## config.mk

```make
export PLATFORM = sky130hd
export DESIGN_NAME = unique_value_stack_engine
export DESIGN_NICKNAME = d
export VERILOG_FILES = /design/src/uvs_pkg.sv /design/src/uvs_datapath.sv /design/src/uvs_ctrl.sv /design/src/unique_value_stack_engine.sv
export SDC_FILE = /design/constraint.sdc
export NUM_CORES = 1
export LEC_CHECK = 0
export BUFFER_PORTS_ARGS = -buffer_cell sky130_fd_sc_hd__clkbuf_2
export CAP_MARGIN = 20
export CORE_MARGIN = 2
export CORE_UTILIZATION = 55
export CTS_CLUSTER_DIAMETER = 60
export DETAILED_ROUTE_END_ITERATION = 8
export PLACE_DENSITY_LB_ADDON = 0.25
export SETUP_SLACK_MARGIN = 0.2
export SYNTH_ARGS = -nofsm -noshare
export SYNTH_HDL_FRONTEND = slang
export SYNTH_HIERARCHICAL = 1
export SYNTH_SLANG_ARGS = --single-unit
```

## constraint.sdc

```tcl
create_clock -name clk -period 10.7 [get_ports clk]
set_clock_uncertainty 0.15 [all_clocks]
set_input_delay 2.675 -clock clk [delete_from_list [all_inputs] [get_ports clk]]
set_output_delay 2.675 -clock clk [all_outputs]
set_load 0.02 [all_outputs]
```

## src/uvs_pkg.sv

```systemverilog
`timescale 1ns / 1ps
// ----------------------------------------------------------------------------
// uvs_pkg
// Shared constants, codes and control/status types of the unique value stack.
// ----------------------------------------------------------------------------
package uvs_pkg;

	localparam int STACK_DEPTH = 16;
	localparam int MAX_RESULTS = 16;
	localparam int ADDR_W      = $clog2(STACK_DEPTH);
	localparam int CNT_W       = $clog2(STACK_DEPTH + 1);
	localparam int SHOW_W      = $clog2(MAX_RESULTS);

	localparam int CMD_W    = 3;
	localparam int VAL_W    = 32;
	localparam int POPN_W   = 8;
	localparam int STATUS_W = 2;
	localparam int OCC_W    = 5;

	localparam int S_TDATA_W = 48;
	localparam int M_TDATA_W = 40;
	localparam int M_TUSER_W = 3;

	// input word bit positions
	localparam int IN_CMD_LSB  = 0;
	localparam int IN_VAL_LSB  = IN_CMD_LSB + CMD_W;
	localparam int IN_POPN_LSB = IN_VAL_LSB + VAL_W;

	// output word bit positions
	localparam int OUT_OCC_LSB  = VAL_W;
	localparam int OUT_EVLD_BIT = STATUS_W;

	localparam logic [CMD_W-1:0] CMD_PUSH      = 3'd0;
	localparam logic [CMD_W-1:0] CMD_POP       = 3'd1;
	localparam logic [CMD_W-1:0] CMD_POP_COUNT = 3'd2;
	localparam logic [CMD_W-1:0] CMD_POP_UNTIL = 3'd3;
	localparam logic [CMD_W-1:0] CMD_REVERSE   = 3'd4;
	localparam logic [CMD_W-1:0] CMD_CLEAR     = 3'd5;
	localparam logic [CMD_W-1:0] CMD_SHOW      = 3'd6;

	localparam logic [STATUS_W-1:0] ST_OK    = 2'd0;
	localparam logic [STATUS_W-1:0] ST_DUP   = 2'd1;
	localparam logic [STATUS_W-1:0] ST_EMPTY = 2'd2;
	localparam logic [STATUS_W-1:0] ST_FULL  = 2'd3;

	typedef enum logic [2:0] {
		RD_NONE, RD_WALK_UP, RD_WALK_DN, RD_TOP, RD_LO, RD_HI
	} rd_sel_t;

	typedef enum logic [1:0] {
		WR_NONE, WR_PUSH, WR_LO, WR_HI
	} wr_sel_t;

	typedef enum logic [2:0] {
		CNT_HOLD, CNT_INC, CNT_DEC, CNT_POPN, CNT_CLR, CNT_MATCH
	} cnt_op_t;

	typedef enum logic [2:0] {
		WALK_HOLD, WALK_ZERO, WALK_COUNT, WALK_INC, WALK_DEC
	} walk_op_t;

	typedef struct packed {
		logic                load_in;
		rd_sel_t             rd_sel;
		wr_sel_t             wr_sel;
		cnt_op_t             cnt_op;
		walk_op_t            walk_op;
		logic                rev_init;
		logic                rev_step;
		logic                tmp_save;
		logic                status_set;
		logic [STATUS_W-1:0] status_val;
		logic                show_clr;
		logic                out_top;
		logic                out_show;
	} dp_cmd_t;

	typedef struct packed {
		logic [CMD_W-1:0] cmd;
		logic             out_free;
		logic             match;
		logic             rd_pending;
		logic             walk_lt_count;
		logic             walk_nz;
		logic             count_zero;
		logic             count_full;
		logic             rev_more;
		logic             show_last;
	} dp_stat_t;

	typedef struct packed {
		logic [STATUS_W-1:0] status;
		logic [VAL_W-1:0]    value;
		logic                evld;
		logic [OCC_W-1:0]    occ;
		logic                last;
	} res_t;

endpackage

```

## src/uvs_datapath.sv

```systemverilog
`timescale 1ns / 1ps
// ----------------------------------------------------------------------------
// uvs_datapath
// Entry memory, occupancy and walk counters, compare logic and result register.
// ----------------------------------------------------------------------------
module uvs_datapath (
	input  logic                             clk,
	input  logic                             arst_n,
	input  logic [uvs_pkg::S_TDATA_W-1:0]    s_tdata,
	input  uvs_pkg::dp_cmd_t                 cmd,
	input  logic                             m_tready,
	output uvs_pkg::dp_stat_t                stat,
	output logic                             out_vld,
	output uvs_pkg::res_t                    out_res
);

	logic [uvs_pkg::CMD_W-1:0]    cmd_q;
	logic [uvs_pkg::VAL_W-1:0]    val_q;
	logic [uvs_pkg::POPN_W-1:0]   popn_q;
	logic [uvs_pkg::VAL_W-1:0]    mem [uvs_pkg::STACK_DEPTH];
	logic [uvs_pkg::VAL_W-1:0]    rd_data_s1;
	logic [uvs_pkg::ADDR_W-1:0]   rd_addr_s1;
	logic                         rd_vld_s1;
	logic [uvs_pkg::CNT_W-1:0]    count_q;
	logic [uvs_pkg::CNT_W-1:0]    walk_q;
	logic [uvs_pkg::CNT_W-1:0]    lo_q;
	logic [uvs_pkg::CNT_W-1:0]    hi_q;
	logic [uvs_pkg::VAL_W-1:0]    tmp_q;
	logic [uvs_pkg::STATUS_W-1:0] status_q;
	logic [uvs_pkg::SHOW_W-1:0]   shown_q;
	logic                         out_vld_q;
	uvs_pkg::res_t                out_q;

	logic [uvs_pkg::CNT_W-1:0]  walk_m1;
	logic [uvs_pkg::CNT_W-1:0]  count_m1;
	logic                       rd_en;
	logic [uvs_pkg::ADDR_W-1:0] rd_addr;
	logic                       wr_en;
	logic [uvs_pkg::ADDR_W-1:0] wr_addr;
	logic [uvs_pkg::VAL_W-1:0]  wr_data;
	logic                       count_zero;
	logic                       show_last;

	assign walk_m1    = walk_q - uvs_pkg::CNT_W'(1);
	assign count_m1   = count_q - uvs_pkg::CNT_W'(1);
	assign count_zero = (count_q == '0);
	assign show_last  = (walk_q == uvs_pkg::CNT_W'(1)) ||
		(shown_q == uvs_pkg::SHOW_W'(uvs_pkg::MAX_RESULTS - 1));

	always_comb begin
		rd_en   = 1'b1;
		rd_addr = '0;
		case (cmd.rd_sel)
			uvs_pkg::RD_WALK_UP: rd_addr = walk_q[uvs_pkg::ADDR_W-1:0];
			uvs_pkg::RD_WALK_DN: rd_addr = walk_m1[uvs_pkg::ADDR_W-1:0];
			uvs_pkg::RD_TOP:     rd_addr = count_m1[uvs_pkg::ADDR_W-1:0];
			uvs_pkg::RD_LO:      rd_addr = lo_q[uvs_pkg::ADDR_W-1:0];
			uvs_pkg::RD_HI:      rd_addr = hi_q[uvs_pkg::ADDR_W-1:0];
			default:             rd_en   = 1'b0;
		endcase
	end

	always_comb begin
		wr_en   = 1'b1;
		wr_addr = '0;
		wr_data = val_q;
		case (cmd.wr_sel)
			uvs_pkg::WR_PUSH: wr_addr = count_q[uvs_pkg::ADDR_W-1:0];
			uvs_pkg::WR_LO: begin
				wr_addr = lo_q[uvs_pkg::ADDR_W-1:0];
				wr_data = rd_data_s1;
			end
			uvs_pkg::WR_HI: begin
				wr_addr = hi_q[uvs_pkg::ADDR_W-1:0];
				wr_data = tmp_q;
			end
			default: wr_en = 1'b0;
		endcase
	end

	// entry memory, one write and one registered read per cycle
	always_ff @(posedge clk) begin
		if (wr_en) begin
			mem[wr_addr] <= wr_data;
		end
		if (rd_en) begin
			rd_data_s1 <= mem[rd_addr];
			rd_addr_s1 <= rd_addr;
		end
	end

	// payload registers
	always_ff @(posedge clk) begin
		if (cmd.load_in) begin
			cmd_q  <= s_tdata[uvs_pkg::IN_CMD_LSB +: uvs_pkg::CMD_W];
			val_q  <= s_tdata[uvs_pkg::IN_VAL_LSB +: uvs_pkg::VAL_W];
			popn_q <= s_tdata[uvs_pkg::IN_POPN_LSB +: uvs_pkg::POPN_W];
		end
		if (cmd.tmp_save) begin
			tmp_q <= rd_data_s1;
		end
		if (cmd.status_set) begin
			status_q <= cmd.status_val;
		end
		if (cmd.out_top) begin
			out_q.status <= status_q;
			out_q.value  <= count_zero ? '0 : rd_data_s1;
			out_q.evld   <= !count_zero;
			out_q.occ    <= uvs_pkg::OCC_W'(count_q);
			out_q.last   <= 1'b1;
		end else if (cmd.out_show) begin
			out_q.status <= uvs_pkg::ST_OK;
			out_q.value  <= rd_data_s1;
			out_q.evld   <= 1'b1;
			out_q.occ    <= uvs_pkg::OCC_W'(count_q);
			out_q.last   <= show_last;
		end
	end

	// control registers
	always_ff @(posedge clk or negedge arst_n) begin
		if (!arst_n) begin
			rd_vld_s1 <= 1'b0;
			count_q   <= '0;
			walk_q    <= '0;
			lo_q      <= '0;
			hi_q      <= '0;
			shown_q   <= '0;
			out_vld_q <= 1'b0;
		end else begin
			rd_vld_s1 <= rd_en;

			case (cmd.cnt_op)
				uvs_pkg::CNT_INC: count_q <= count_q + uvs_pkg::CNT_W'(1);
				uvs_pkg::CNT_DEC: count_q <= count_m1;
				uvs_pkg::CNT_POPN: begin
					if (popn_q >= uvs_pkg::POPN_W'(count_q)) begin
						count_q <= '0;
					end else begin
						count_q <= count_q - uvs_pkg::CNT_W'(popn_q);
					end
				end
				uvs_pkg::CNT_CLR:   count_q <= '0;
				// stop just above the matching entry
				uvs_pkg::CNT_MATCH: count_q <= uvs_pkg::CNT_W'(rd_addr_s1) + uvs_pkg::CNT_W'(1);
				default: ;
			endcase

			case (cmd.walk_op)
				uvs_pkg::WALK_ZERO:  walk_q <= '0;
				uvs_pkg::WALK_COUNT: walk_q <= count_q;
				uvs_pkg::WALK_INC:   walk_q <= walk_q + uvs_pkg::CNT_W'(1);
				uvs_pkg::WALK_DEC:   walk_q <= walk_m1;
				default: ;
			endcase

			if (cmd.rev_init) begin
				lo_q <= '0;
				hi_q <= count_zero ? '0 : count_m1;
			end else if (cmd.rev_step) begin
				lo_q <= lo_q + uvs_pkg::CNT_W'(1);
				hi_q <= hi_q - uvs_pkg::CNT_W'(1);
			end

			if (cmd.show_clr) begin
				shown_q <= '0;
			end else if (cmd.out_show) begin
				shown_q <= shown_q + uvs_pkg::SHOW_W'(1);
			end

			if (cmd.out_top || cmd.out_show) begin
				out_vld_q <= 1'b1;
			end else if (m_tready) begin
				out_vld_q <= 1'b0;
			end
		end
	end

	assign stat.cmd           = cmd_q;
	assign stat.out_free      = !out_vld_q || m_tready;
	assign stat.match         = rd_vld_s1 && (rd_data_s1 == val_q);
	assign stat.rd_pending    = rd_vld_s1;
	assign stat.walk_lt_count = (walk_q < count_q);
	assign stat.walk_nz       = (walk_q != '0);
	assign stat.count_zero    = count_zero;
	assign stat.count_full    = (count_q == uvs_pkg::CNT_W'(uvs_pkg::STACK_DEPTH));
	assign stat.rev_more      = (lo_q < hi_q);
	assign stat.show_last     = show_last;

	assign out_vld = out_vld_q;
	assign out_res = out_q;

endmodule

```

## src/uvs_ctrl.sv

```systemverilog
`timescale 1ns / 1ps
// ----------------------------------------------------------------------------
// uvs_ctrl
// Command sequencer: steps the datapath through search, walks and result words.
// ----------------------------------------------------------------------------
module uvs_ctrl (
	input  logic              clk,
	input  logic              arst_n,
	input  logic              s_tvalid,
	output logic              s_tready,
	input  uvs_pkg::dp_stat_t stat,
	output uvs_pkg::dp_cmd_t  cmd
);

	typedef enum logic [12:0] {
		S_IDLE     = 13'b0000000000001,
		S_DISPATCH = 13'b0000000000010,
		S_SRCH     = 13'b0000000000100,
		S_PU       = 13'b0000000001000,
		S_REV_CHK  = 13'b0000000010000,
		S_REV_RLO  = 13'b0000000100000,
		S_REV_RHI  = 13'b0000001000000,
		S_REV_WLO  = 13'b0000010000000,
		S_REV_WHI  = 13'b0000100000000,
		S_SHOW_RD  = 13'b0001000000000,
		S_SHOW_OUT = 13'b0010000000000,
		S_TOP_RD   = 13'b0100000000000,
		S_TOP_OUT  = 13'b1000000000000
	} state_t;

	state_t state_q;
	state_t state_d;

	assign s_tready = (state_q == S_IDLE);

	always_comb begin
		cmd     = '0;
		state_d = state_q;
		case (state_q)
			S_IDLE: begin
				if (s_tvalid) begin
					cmd.load_in = 1'b1;
					state_d     = S_DISPATCH;
				end
			end
			S_DISPATCH: begin
				cmd.status_set = 1'b1;
				cmd.status_val = uvs_pkg::ST_OK;
				state_d        = S_TOP_RD;
				case (stat.cmd)
					uvs_pkg::CMD_PUSH: begin
						cmd.walk_op = uvs_pkg::WALK_ZERO;
						state_d     = S_SRCH;
					end
					uvs_pkg::CMD_POP: begin
						if (stat.count_zero) begin
							cmd.status_val = uvs_pkg::ST_EMPTY;
						end else begin
							cmd.cnt_op = uvs_pkg::CNT_DEC;
						end
					end
					uvs_pkg::CMD_POP_COUNT: cmd.cnt_op = uvs_pkg::CNT_POPN;
					uvs_pkg::CMD_POP_UNTIL: begin
						cmd.walk_op = uvs_pkg::WALK_COUNT;
						state_d     = S_PU;
					end
					uvs_pkg::CMD_REVERSE: begin
						cmd.rev_init = 1'b1;
						state_d      = S_REV_CHK;
					end
					uvs_pkg::CMD_CLEAR: cmd.cnt_op = uvs_pkg::CNT_CLR;
					uvs_pkg::CMD_SHOW: begin
						if (stat.count_zero) begin
							cmd.status_val = uvs_pkg::ST_EMPTY;
						end else begin
							cmd.walk_op  = uvs_pkg::WALK_COUNT;
							cmd.show_clr = 1'b1;
							state_d      = S_SHOW_RD;
						end
					end
					default: ;
				endcase
			end
			// bottom-up compare, one read issued per cycle
			S_SRCH: begin
				if (stat.match) begin
					cmd.status_set = 1'b1;
					cmd.status_val = uvs_pkg::ST_DUP;
					state_d        = S_TOP_RD;
				end else if (stat.walk_lt_count) begin
					cmd.rd_sel  = uvs_pkg::RD_WALK_UP;
					cmd.walk_op = uvs_pkg::WALK_INC;
				end else if (!stat.rd_pending) begin
					if (stat.count_full) begin
						cmd.status_set = 1'b1;
						cmd.status_val = uvs_pkg::ST_FULL;
					end else begin
						cmd.wr_sel = uvs_pkg::WR_PUSH;
						cmd.cnt_op = uvs_pkg::CNT_INC;
					end
					state_d = S_TOP_RD;
				end
			end
			// top-down compare, first hit sets the new occupancy
			S_PU: begin
				if (stat.match) begin
					cmd.cnt_op = uvs_pkg::CNT_MATCH;
					state_d    = S_TOP_RD;
				end else if (stat.walk_nz) begin
					cmd.rd_sel  = uvs_pkg::RD_WALK_DN;
					cmd.walk_op = uvs_pkg::WALK_DEC;
				end else if (!stat.rd_pending) begin
					cmd.cnt_op = uvs_pkg::CNT_CLR;
					state_d    = S_TOP_RD;
				end
			end
			S_REV_CHK: state_d = stat.rev_more ? S_REV_RLO : S_TOP_RD;
			S_REV_RLO: begin
				cmd.rd_sel = uvs_pkg::RD_LO;
				state_d    = S_REV_RHI;
			end
			S_REV_RHI: begin
				cmd.rd_sel   = uvs_pkg::RD_HI;
				cmd.tmp_save = 1'b1;
				state_d      = S_REV_WLO;
			end
			S_REV_WLO: begin
				cmd.wr_sel = uvs_pkg::WR_LO;
				state_d    = S_REV_WHI;
			end
			S_REV_WHI: begin
				cmd.wr_sel   = uvs_pkg::WR_HI;
				cmd.rev_step = 1'b1;
				state_d      = S_REV_CHK;
			end
			S_SHOW_RD: begin
				cmd.rd_sel = uvs_pkg::RD_WALK_DN;
				state_d    = S_SHOW_OUT;
			end
			S_SHOW_OUT: begin
				if (stat.out_free) begin
					cmd.out_show = 1'b1;
					cmd.walk_op  = uvs_pkg::WALK_DEC;
					state_d      = stat.show_last ? S_IDLE : S_SHOW_RD;
				end
			end
			S_TOP_RD: begin
				cmd.rd_sel = uvs_pkg::RD_TOP;
				state_d    = S_TOP_OUT;
			end
			S_TOP_OUT: begin
				if (stat.out_free) begin
					cmd.out_top = 1'b1;
					state_d     = S_IDLE;
				end
			end
			default: state_d = S_IDLE;
		endcase
	end

	always_ff @(posedge clk or negedge arst_n) begin
		if (!arst_n) begin
			state_q <= S_IDLE;
		end else begin
			state_q <= state_d;
		end
	end

endmodule

```

## src/unique_value_stack_engine.sv

```systemverilog
`timescale 1ns / 1ps
// ----------------------------------------------------------------------------
// unique_value_stack_engine
// Bounded LIFO of signed 32-bit values with duplicate-rejecting push.
// ----------------------------------------------------------------------------
// usage:
//   s_* takes one command word at a time; s_tready is high only while the
//   engine waits for a command. m_* returns result words; show returns one
//   word per entry from the top down (m_tlast on the final one), all other
//   commands return a single word with m_tlast set.
//   pop, pop count, clear and an unused code go straight to the top read;
//   push walks the stored entries bottom-up, one memory read per cycle,
//   then reads the top (no walk on an empty stack); pop until walks
//   top-down to the first match, then reads the top; reverse swaps entry
//   pairs from the ends inward through the single read port of the entry
//   memory, then reads the top; show reads one entry per result word.
//   a new command can be accepted in the cycle after the last word is loaded.
//   the result register lets the next command be accepted while the last
//   word waits; while m_tready is low the engine holds a pending word and
//   stalls at the next word it would load.
//   after reset the stack is empty and no word is pending; no clearing pass
//   is needed, as no value above the occupancy reaches a result word.
// ----------------------------------------------------------------------------
module unique_value_stack_engine (
	input  logic                          clk,
	input  logic                          arst_n,
	input  logic                          s_tvalid,
	output logic                          s_tready,
	// command, operand_value, pop_count
	input  logic [uvs_pkg::S_TDATA_W-1:0] s_tdata,
	output logic                          m_tvalid,
	input  logic                          m_tready,
	// element_value, occupancy
	output logic [uvs_pkg::M_TDATA_W-1:0] m_tdata,
	// status, element_valid
	output logic [uvs_pkg::M_TUSER_W-1:0] m_tuser,
	output logic                          m_tlast
);

	uvs_pkg::dp_cmd_t  cmd;
	uvs_pkg::dp_stat_t stat;
	uvs_pkg::res_t     res;

	uvs_ctrl u_ctrl (
		.clk      (clk),
		.arst_n   (arst_n),
		.s_tvalid (s_tvalid),
		.s_tready (s_tready),
		.stat     (stat),
		.cmd      (cmd)
	);

	uvs_datapath u_dp (
		.clk      (clk),
		.arst_n   (arst_n),
		.s_tdata  (s_tdata),
		.cmd      (cmd),
		.m_tready (m_tready),
		.stat     (stat),
		.out_vld  (m_tvalid),
		.out_res  (res)
	);

	assign m_tdata = {{(uvs_pkg::M_TDATA_W - uvs_pkg::VAL_W - uvs_pkg::OCC_W){1'b0}},
		res.occ, res.value};
	assign m_tuser = {res.evld, res.status};
	assign m_tlast = res.last;

endmodule

```

==> impl_summary.txt, run 1 <==
----------------------------------------------------
[Run status]
  Result of the run ... finished, final reports clean

[Worst hold path]
  Min-Delay Startpoint ... u_dp/rd_data_s1[17]$_DFFE_PP_
  Path category of the worst min-delay check ... register to register
  Hold path endpoint ... u_dp/tmp_q[17]$_DFFE_PP_
  Cells on Worst Hold Path ... 0

[Cells and area]
  Post-route core utilization ... 62.4%
  Most common library cell in the layout ignoring fill and taps ... sky130_fd_sc_hd__edfxtp_1
  Antenna cells ... 0
  Area delta synth->final ... 11.7%
  Layout net count ... 2441
  Fillers ... 4119
  Ratio of cells with drive above 1 in the final layout ... 17.5%
  Leading cell types in the layout, fill and taps excluded ... sky130_fd_sc_hd__edfxtp_1, sky130_fd_sc_hd__nand2_1, sky130_fd_sc_hd__o22ai_1

[Timing]
  Total Neg Setup Slack ... 0 ns
  Fin. max-slew vios ... 0
  Period Utilization, post-route ... 71.6%
  Total count of hold-check failures in the final report ... 0
  Min Tclk post-route ... 7.66 ns
  Maximum clock rate ... 130 MHz
  Slew of the pin with the lowest slew margin ... 1.08 ns
  Setup violations, final ... 0
  Worst hold slack ... 0.368 ns
  RSZ-0062 raised after global routing ... no
  Worst slew margin relative to its limit ... 27.7%

[Floorplan]
  Die Footprint ... 59600 um2
  Die outline height ... 244 um
  Starting Density ... 55.9%
  Cell Rows ... 87
  IO Count ... 98
  Width of the die ... 244 um
  Area of the core region ... 56700 um2

[Drt]
  Average vias per placed instance ... 6.68
  DRT iter0 DRCs ... 2372
  Detailed-route DRC error count ... 0
  Routed length per placed instance ... 26.0 um
  Via count ... 21200
  Detailed-route wire length ... 82.4 mm
  Length of the first detailed-routing pass in iterations ... 6
  Detail Route Antenna Nets ... 0

[Worst setup path]
  CP startpoint kind ... register
  Worst reg2reg startpoint ... u_dp/count_q[1]$_DFFE_PN0P_
  CP most frequent cell ... sky130_fd_sc_hd__buf_4
  Worst reg2reg setup slack ... 3.04 ns
  Crit Reg-Reg Endpoint ... u_dp/rd_data_s1[27]$_DFFE_PP_
  Crit path required time ... 10.89 ns
  Cells on worst reg2reg path ... 20
  Arrival time worst endpoint ... 7.85 ns
  Slowest cell delay on critical path ... 0.84 ns
  Cell chain of the critical path ... inv_1 > ha_1 > a21boi_0 > o21a_1 > o21ai_0 > nand2b_1 > a21oi_1 > nand4_1 > nor2b_1 > o31ai_4 > buf_4 > inv_1 > a31oi_1 > a21boi_4 > buf_4 > nand2_1 > buf_4 > o22ai_1 > nor3_1 > a221o_1
  CP Class ... register to register
  Worst-path maximum fanout ... 72
  Crit-path slowest cell ... sky130_fd_sc_hd__nand2_1
  Capturing element type of the critical path ... register

[Logic synthesis]
  Primary flip-flop cell chosen by synthesis mapping ... sky130_fd_sc_hd__edfxtp_1
  Flop and latch count out of synthesis ... 705
  Cell count after synthesis ... 2305
  Simple-gate share of the synthesized area ... 7.70%
  Register area share after synthesis ... 66.2%
  Dominant combinational cell family by area after synthesis ... compound AO/OA/AOI/OAI gates
  Mux contribution to synthesized area ... 6.01%
  Async set-reset flop share out of synthesis ... 5.53%
  Distinct cell type count of the synthesized netlist ... 75
  Synth top area cells ... sky130_fd_sc_hd__edfxtp_1, sky130_fd_sc_hd__mux2_2, sky130_fd_sc_hd__dfrtp_1
  Fraction of the mapped netlist area in adder cells ... 1.09%
  Post-synthesis xor/xnor area fraction ... 1.80%
  Proportion of netlist area held by the largest area contributor ... 63.0%
  Post-Syn Area per Cell ... 13.7 um2
  Post-synthesis compound-gate area fraction ... 14.0%
  Warnings from Yosys ... 6
  Post-synth top area cell ... sky130_fd_sc_hd__edfxtp_1
  Combined area of all synthesized cells ... 31700 um2
  Number of flops mapped to enable cells by yosys ... 665

[Clock tree]
  Post-cts gate resize count ... 0
  CTS Hold Buffers Added ... 0
  Clock-pin slew on the worst setup and hold paths ... 0.06 ns
  Number of H-tree levels ... 3
  CTS tree ... built
  Max Root-Sink Buffers ... 3
  Number of sinks driven by the clock tree ... 705
  Number of post-CTS setup repair buffers ... 0
  Cts bufs inserted ... 74
  CTS root buf ... sky130_fd_sc_hd__clkbuf_16
  Clock latency at the later pin of the worst-skew pair ... 0.63 ns

[Power]
  Power Density ... 215 nW/um2
  Worst IR Drop VDD ... 0.156 mV
  Static Leak ... 11.8 nW

[GRT]
  Total global-route track usage ... 27.3%
  Largest net degree at the start of global routing ... 136
  Overflow left after global routing ... 0
  Global-route wire length before repair ... 123 mm
  Vias in the first global route ... 20600
  Number of antenna violations at the first check in global routing ... 0

[Place]
  Global placer's final weighted congestion ... 0.859
  HPWL after DPL ... 44.9 mm
  IO Port Bufs ... 89

[Job]
  Max-cap violations ... 0

----------------------------------------------------
-- flip-flops by register name, indices dropped and copies added (netlist names), 8 cells and up --
| name | cells |
|---|---|
| u_dp/out_res | 41 |
| u_ctrl/state_q | 13 |
| u_dp/mem | 512 |
| u_dp/popn_q | 8 |
| u_dp/rd_data_s1 | 32 |
| u_dp/tmp_q | 32 |
| u_dp/val_q | 32 |
-- cell usage after synthesis (15+ instances only) --
library cell / n
sky130_fd_sc_hd__edfxtp_1: 665
sky130_fd_sc_hd__nand2_1: 136
sky130_fd_sc_hd__clkbuf_1: 129
sky130_fd_sc_hd__o22ai_1: 128
sky130_fd_sc_hd__a21oi_1: 123
sky130_fd_sc_hd__nor3_1: 110
sky130_fd_sc_hd__nor2_1: 106
sky130_fd_sc_hd__mux2_2: 93
sky130_fd_sc_hd__a22oi_1: 65
sky130_fd_sc_hd__a2111oi_0: 62
sky130_fd_sc_hd__a221oi_1: 60
sky130_fd_sc_hd__o32ai_1: 60
sky130_fd_sc_hd__xnor2_1: 46
sky130_fd_sc_hd__mux2i_1: 42
sky130_fd_sc_hd__and2_1: 39
sky130_fd_sc_hd__o21ai_0: 39
sky130_fd_sc_hd__dfrtp_1: 38
sky130_fd_sc_hd__inv_1: 34
sky130_fd_sc_hd__a221o_1: 32
sky130_fd_sc_hd__buf_2: 26
sky130_fd_sc_hd__ha_1: 26
sky130_fd_sc_hd__mux2_4: 20
sky130_fd_sc_hd__nand2b_1: 19
sky130_fd_sc_hd__xor2_1: 19
sky130_fd_sc_hd__nand3_1: 17
sky130_fd_sc_hd__nand4_1: 16
sky130_fd_sc_hd__buf_6: 15
-- how the worst max path moves through the flow --
stage	from	endpoint
final	u_dp/count_q[1]$_DFFE_PN0P_	u_dp/rd_data_s1[27]$_DFFE_PP_
after global routing	u_dp/count_q[1]$_DFFE_PN0P_	u_dp/rd_data_s1[26]$_DFFE_PP_
after CTS	u_dp/count_q[1]$_DFFE_PN0P_	u_dp/rd_data_s1[27]$_DFFE_PP_
after detailed placement	u_dp/count_q[1]$_DFFE_PN0P_	u_dp/rd_data_s1[27]$_DFFE_PP_
after global placement	u_dp/count_q[1]$_DFFE_PN0P_	u_dp/rd_data_s1[27]$_DFFE_PP_
after floorplan	u_ctrl/state_q[1]$_DFFE_PN0P_	u_dp/rd_addr_s1[0]$_DFFE_PP_
-- cells by family (layout without fill, tap and decap cells) --
logic type / after synthesis / after routing
DFF: 705 / 705
xor gates and xnor gates: 65 / 65
other: 1 / 3
and+or+nand+nor: 495 / 495
muxes: 167 / 167
buffers and inverters: 225 / 336
adders and majority gates: 27 / 27
AOI/OAI and AO/OA: 620 / 620
-- power by group --
group	switching, W	leakage, nW	internal, W
Combinational	0.00109	4.08	0.000579
Sequential	0.000169	6.59	0.00331
Clock	0.00104	1.12	0.00143
Total	0.00231	11.8	0.00532
-- through the flow --
stage	worst slack [ns]	cell area [um2]	std cells	power, W
after CTS	3.28	35300	3160	0.00759
final	3.04	35400	3174	0.00763
after detailed placement	3.33	33000	3028	0.00514
after global routing	2.68	35400	3174	0.00790
after global placement	3.40	32900	3026	0.00509
after floorplan	4.23	31700	2307	0.00459
-- worst max-delay path, delay by kind of cell (launching register included) --
kind,cells,cell delay (ns)
buf+inv,5,2.70
compound gates,9,1.94
simple gates,5,1.64
fa+ha+maj,1,0.34
flops,1,0.53
-- layer usage --
layer	global-route usage [%]	share of wire [%]
met5	0	0
met4	10.2	2.9
met3	5.88	11
met2	43.1	47
met1	37.3	40
-- final cells by class --
cell class	instances	area, um2	share of cell area [%]
Clock buffer	96	1990	5.61
Multi-Input combinational cell	1377	9950	28.1
Clock inverter	36	322	0.908
Inverter	35	134	0.378
Timing Repair Buffer	169	1090	3.07
Tap cell	756	946	2.67
Sequential cell	705	21000	59.2
No activity file was read; power rests on OpenSTA's default activity.
==> run 2: changes to the inputs <==
clock period = 8 ns   (was 10.7 ns; I/O delays follow)
==> run 2 against run 1 <==
Die area is the same. Clock power grew 32%. Sequential cell count is the same. Register-to-register slack lost 1.0 ns. Clock-buffer cell count grew 2. Sequential share of layout area shrank 0.15 points. Core utilization grew 0.16 points. Via count grew 1.0%. Combinational power grew 36%. Cell count grew 0.47%. Highest routed layer unchanged.
==> impl_summary.txt, run 2 (synthesized netlist as in run 1, its figures left out) <==
----------------------------------------------------
[Worst setup path]
  Crit path required time ... 8.18 ns (-2.71 ns)
  CP Class ... register to register
  Cell chain of the critical path ... inv_1 > ha_1 > a21boi_0 > o21a_1 > o21ai_0 > nand2b_1 > a21oi_1 > nand4_1 > nor2b_1 > o31ai_4 > inv_1 > a31oi_1 > a21boi_4 > buf_4 > nand2b_1 > buf_4 > o22ai_1 > nor3_1 > a221o_1
  Slowest cell delay on critical path ... 0.77 ns (-0.07 ns)
  Count of buffering cells on the critical path with inverters included ... 4 (-1)
  Arrival time worst endpoint ... 6.15 ns (-1.70 ns)
  Crit-path slowest cell ... sky130_fd_sc_hd__buf_4
  CP startpoint kind ... register
  CP top delay family ... compound AO/OA/AOI/OAI gates
  Worst-path maximum fanout ... 69 (-4.2%)
  Capturing element type of the critical path ... register

[Floorplan]
  Die Footprint ... 59600 um2 (unchanged)
  Cell Rows ... 87 (unchanged)
  IO Count ... 98 (unchanged)
  Starting Density ... 55.9% (unchanged)
  Die outline height ... 244 um (unchanged)
  Area of the core region ... 56700 um2 (unchanged)
  Width of the die ... 244 um (unchanged)

[Job]
  Max-cap violations ... 0 (unchanged)

[Place]
  HPWL after DPL ... 48.7 mm (+8.4%)
  IO Port Bufs ... 89 (unchanged)
  Global placer's final weighted congestion ... 0.880 (+2.5%)
  Number of placed cells counting well taps ... 3041 (+0.43%)
  Worst slack, placed ... 2.22 ns (-1.11 ns)

[Power]
  Static Leak ... 11.8 nW (+0.31%)
  NetSw ... 0.00310 W (+34%)
  Clock network fraction of design power ... 32.2% (-0.3 points)
  Net switching share of the total power ... 30.4% (+0.12 points)
  Combinational share of power ... 22.2% (+0.3 points)
  Proportion of power drawn by flip-flops and latches ... 45.6% (about the same)
  Worst IR Drop VDD ... 0.258 mV (+65%)
  Internal portion of total power ... 0.00710 W (+34%)
  Power Density ... 287 nW/um2 (+33%)

[Cells and area]
  Most common library cell in the layout ignoring fill and taps ... sky130_fd_sc_hd__edfxtp_1
  Antenna cells ... 0 (unchanged)
  Layout net count ... 2454 (+0.53%)
  Register with the most flip-flops ... u_dp/mem
  Number of cells in the finished layout apart from fillers ... 3189 (+0.47%)
  Area delta synth->final ... 12.0%
  Storage cell area ... 21000 um2 (unchanged)
  Ratio of cells with drive above 1 in the final layout ... 17.8% (+0.34 points)
  Fillers ... 4174 (+1.3%)
  Area taken by multi-input logic gates ... 9950 um2 (about the same)
  Max reg flops ... 512 (unchanged)
  Leading cell types in the layout, fill and taps excluded ... sky130_fd_sc_hd__edfxtp_1, sky130_fd_sc_hd__nand2_1, sky130_fd_sc_hd__o22ai_1

[Clock tree]
  Post-cts gate resize count ... 0 (unchanged)
  Number of H-tree levels ... 3 (unchanged)
  CTS Hold Buffers Added ... 0 (unchanged)
  CTS tree ... built
  Number of post-CTS setup repair buffers ... 0 (unchanged)
  Cts bufs inserted ... 74 (unchanged)
  Clock-pin slew on the worst setup and hold paths ... 0.06 ns (about the same)
  Number of sinks driven by the clock tree ... 705 (unchanged)
  Max Root-Sink Buffers ... 3 (unchanged)
  Clock latency at the later pin of the worst-skew pair ... 0.62 ns (about the same)
  CTS root buf ... sky130_fd_sc_hd__clkbuf_16

[Timing]
  Crit path setup slack, layout ... 2.02 ns (-1.01 ns)
  Total Neg Setup Slack ... 0 ns (unchanged)
  Slew of the pin with the lowest slew margin ... 1.02 ns (-0.0602 ns)
  RSZ-0062 raised after global routing ... no
  Fin. max-slew vios ... 0 (unchanged)
  Setup violations, final ... 0 (unchanged)
  Period Utilization, post-route ... 74.7% (+3.1 points)
  Min Tclk post-route ... 5.98 ns (-1.69 ns)
  Maximum clock rate ... 167 MHz (+28%)
  Total count of hold-check failures in the final report ... 0 (unchanged)
  Worst slew margin relative to its limit ... 31.2% (+3.4 points)

[Drt]
  DRT iter0 DRCs ... 2512 (+5.9%)
  Routed length per placed instance ... 26.5 um (+2.2%)
  Average vias per placed instance ... 6.72 (+0.53%)
  Length of the first detailed-routing pass in iterations ... 8 (+2)
  Detailed-route DRC error count ... 0 (unchanged)
  Detail Route Antenna Nets ... 0 (unchanged)
  Detailed-route wire length ... 84.6 mm (+2.7%)
  Via count ... 21400 (+1.0%)

[GRT]
  Number of antenna violations at the first check in global routing ... 0 (unchanged)
  Overflow left after global routing ... 0 (unchanged)
  Vias in the first global route ... 20900 (+1.9%)
  Largest net degree at the start of global routing ... 96 (-29%)
  Global-route wire length before repair ... 126 mm (+2.6%)
  Total global-route track usage ... 28.0% (+0.76 points)

[Worst hold path]
  Path category of the worst min-delay check ... register to register

[Run status]
  Result of the run ... finished, final reports clean

----------------------------------------------------
-- run 2: worst paths after layout --
check	to	depth (start not counted)	start	slack, ns
setup / recovery	u_dp/rd_data_s1[31]$_DFFE_PP_	19	u_dp/count_q[1]$_DFFE_PN0P_	2.02
min in group asynchronous	u_ctrl/state_q[1]$_DFFE_PN0P_	1	arst_n	1.15
max in group asynchronous	u_dp/count_q[2]$_DFFE_PN0P_	2	arst_n	6.07
hold reg to reg	u_dp/tmp_q[18]$_DFFE_PP_	0	u_dp/rd_data_s1[18]$_DFFE_PP_	0.38
hold / removal	u_dp/tmp_q[18]$_DFFE_PP_	0	u_dp/rd_data_s1[18]$_DFFE_PP_	0.38
setup reg to reg	u_dp/rd_data_s1[31]$_DFFE_PP_	19	u_dp/count_q[1]$_DFFE_PN0P_	2.02
-- run 2: layout make-up --
| type | instances | share of cell area, % |
|---|---|---|
| clock buffers | 98 | 5.53 |
| inverters | 35 | 0.377 |
| flip-flops and latches | 705 | 59.1 |
| well taps | 756 | 2.67 |
| multi-input cells | 1377 | 28.0 |
| clock inverters | 36 | 0.938 |
| repair buffers | 182 | 3.37 |
-- run 2: per-layer routing --
layer	wire [um]	part of all wire (%)	up-vias	GRT usage, %
met5	0	0	-	0
li1	-	-	9317	-
met1	32800	39	10600	38.3
met3	9930	12	185	6.15
met2	39300	46	1296	44.3
met4	2600	3.1	0	10.5
-- run 2: power groups by stage --
stage | clock network [W] | registers [W] | logic [W]
after floorplan | 0 | 0.00462 | 0.00152
after global placement | 0 | 0.00472 | 0.00211
after detailed placement | 0 | 0.00472 | 0.00217
after CTS | 0.00332 | 0.00465 | 0.00219
after global routing | 0.00347 | 0.00467 | 0.00243
final | 0.00328 | 0.00465 | 0.00227
-- run 2: per-stage QoR --
step                      cell area, um2  hold WS, ns  util (%)  power, W
after floorplan                    31700        0.334         -   0.00614
after global placement             33000        0.351      58.3   0.00682
after detailed placement           33100        0.359      58.3   0.00689
after CTS                          35400        0.379      62.3    0.0102
after global routing               35500        0.403      62.6    0.0106
final                              35500        0.377      62.6    0.0102
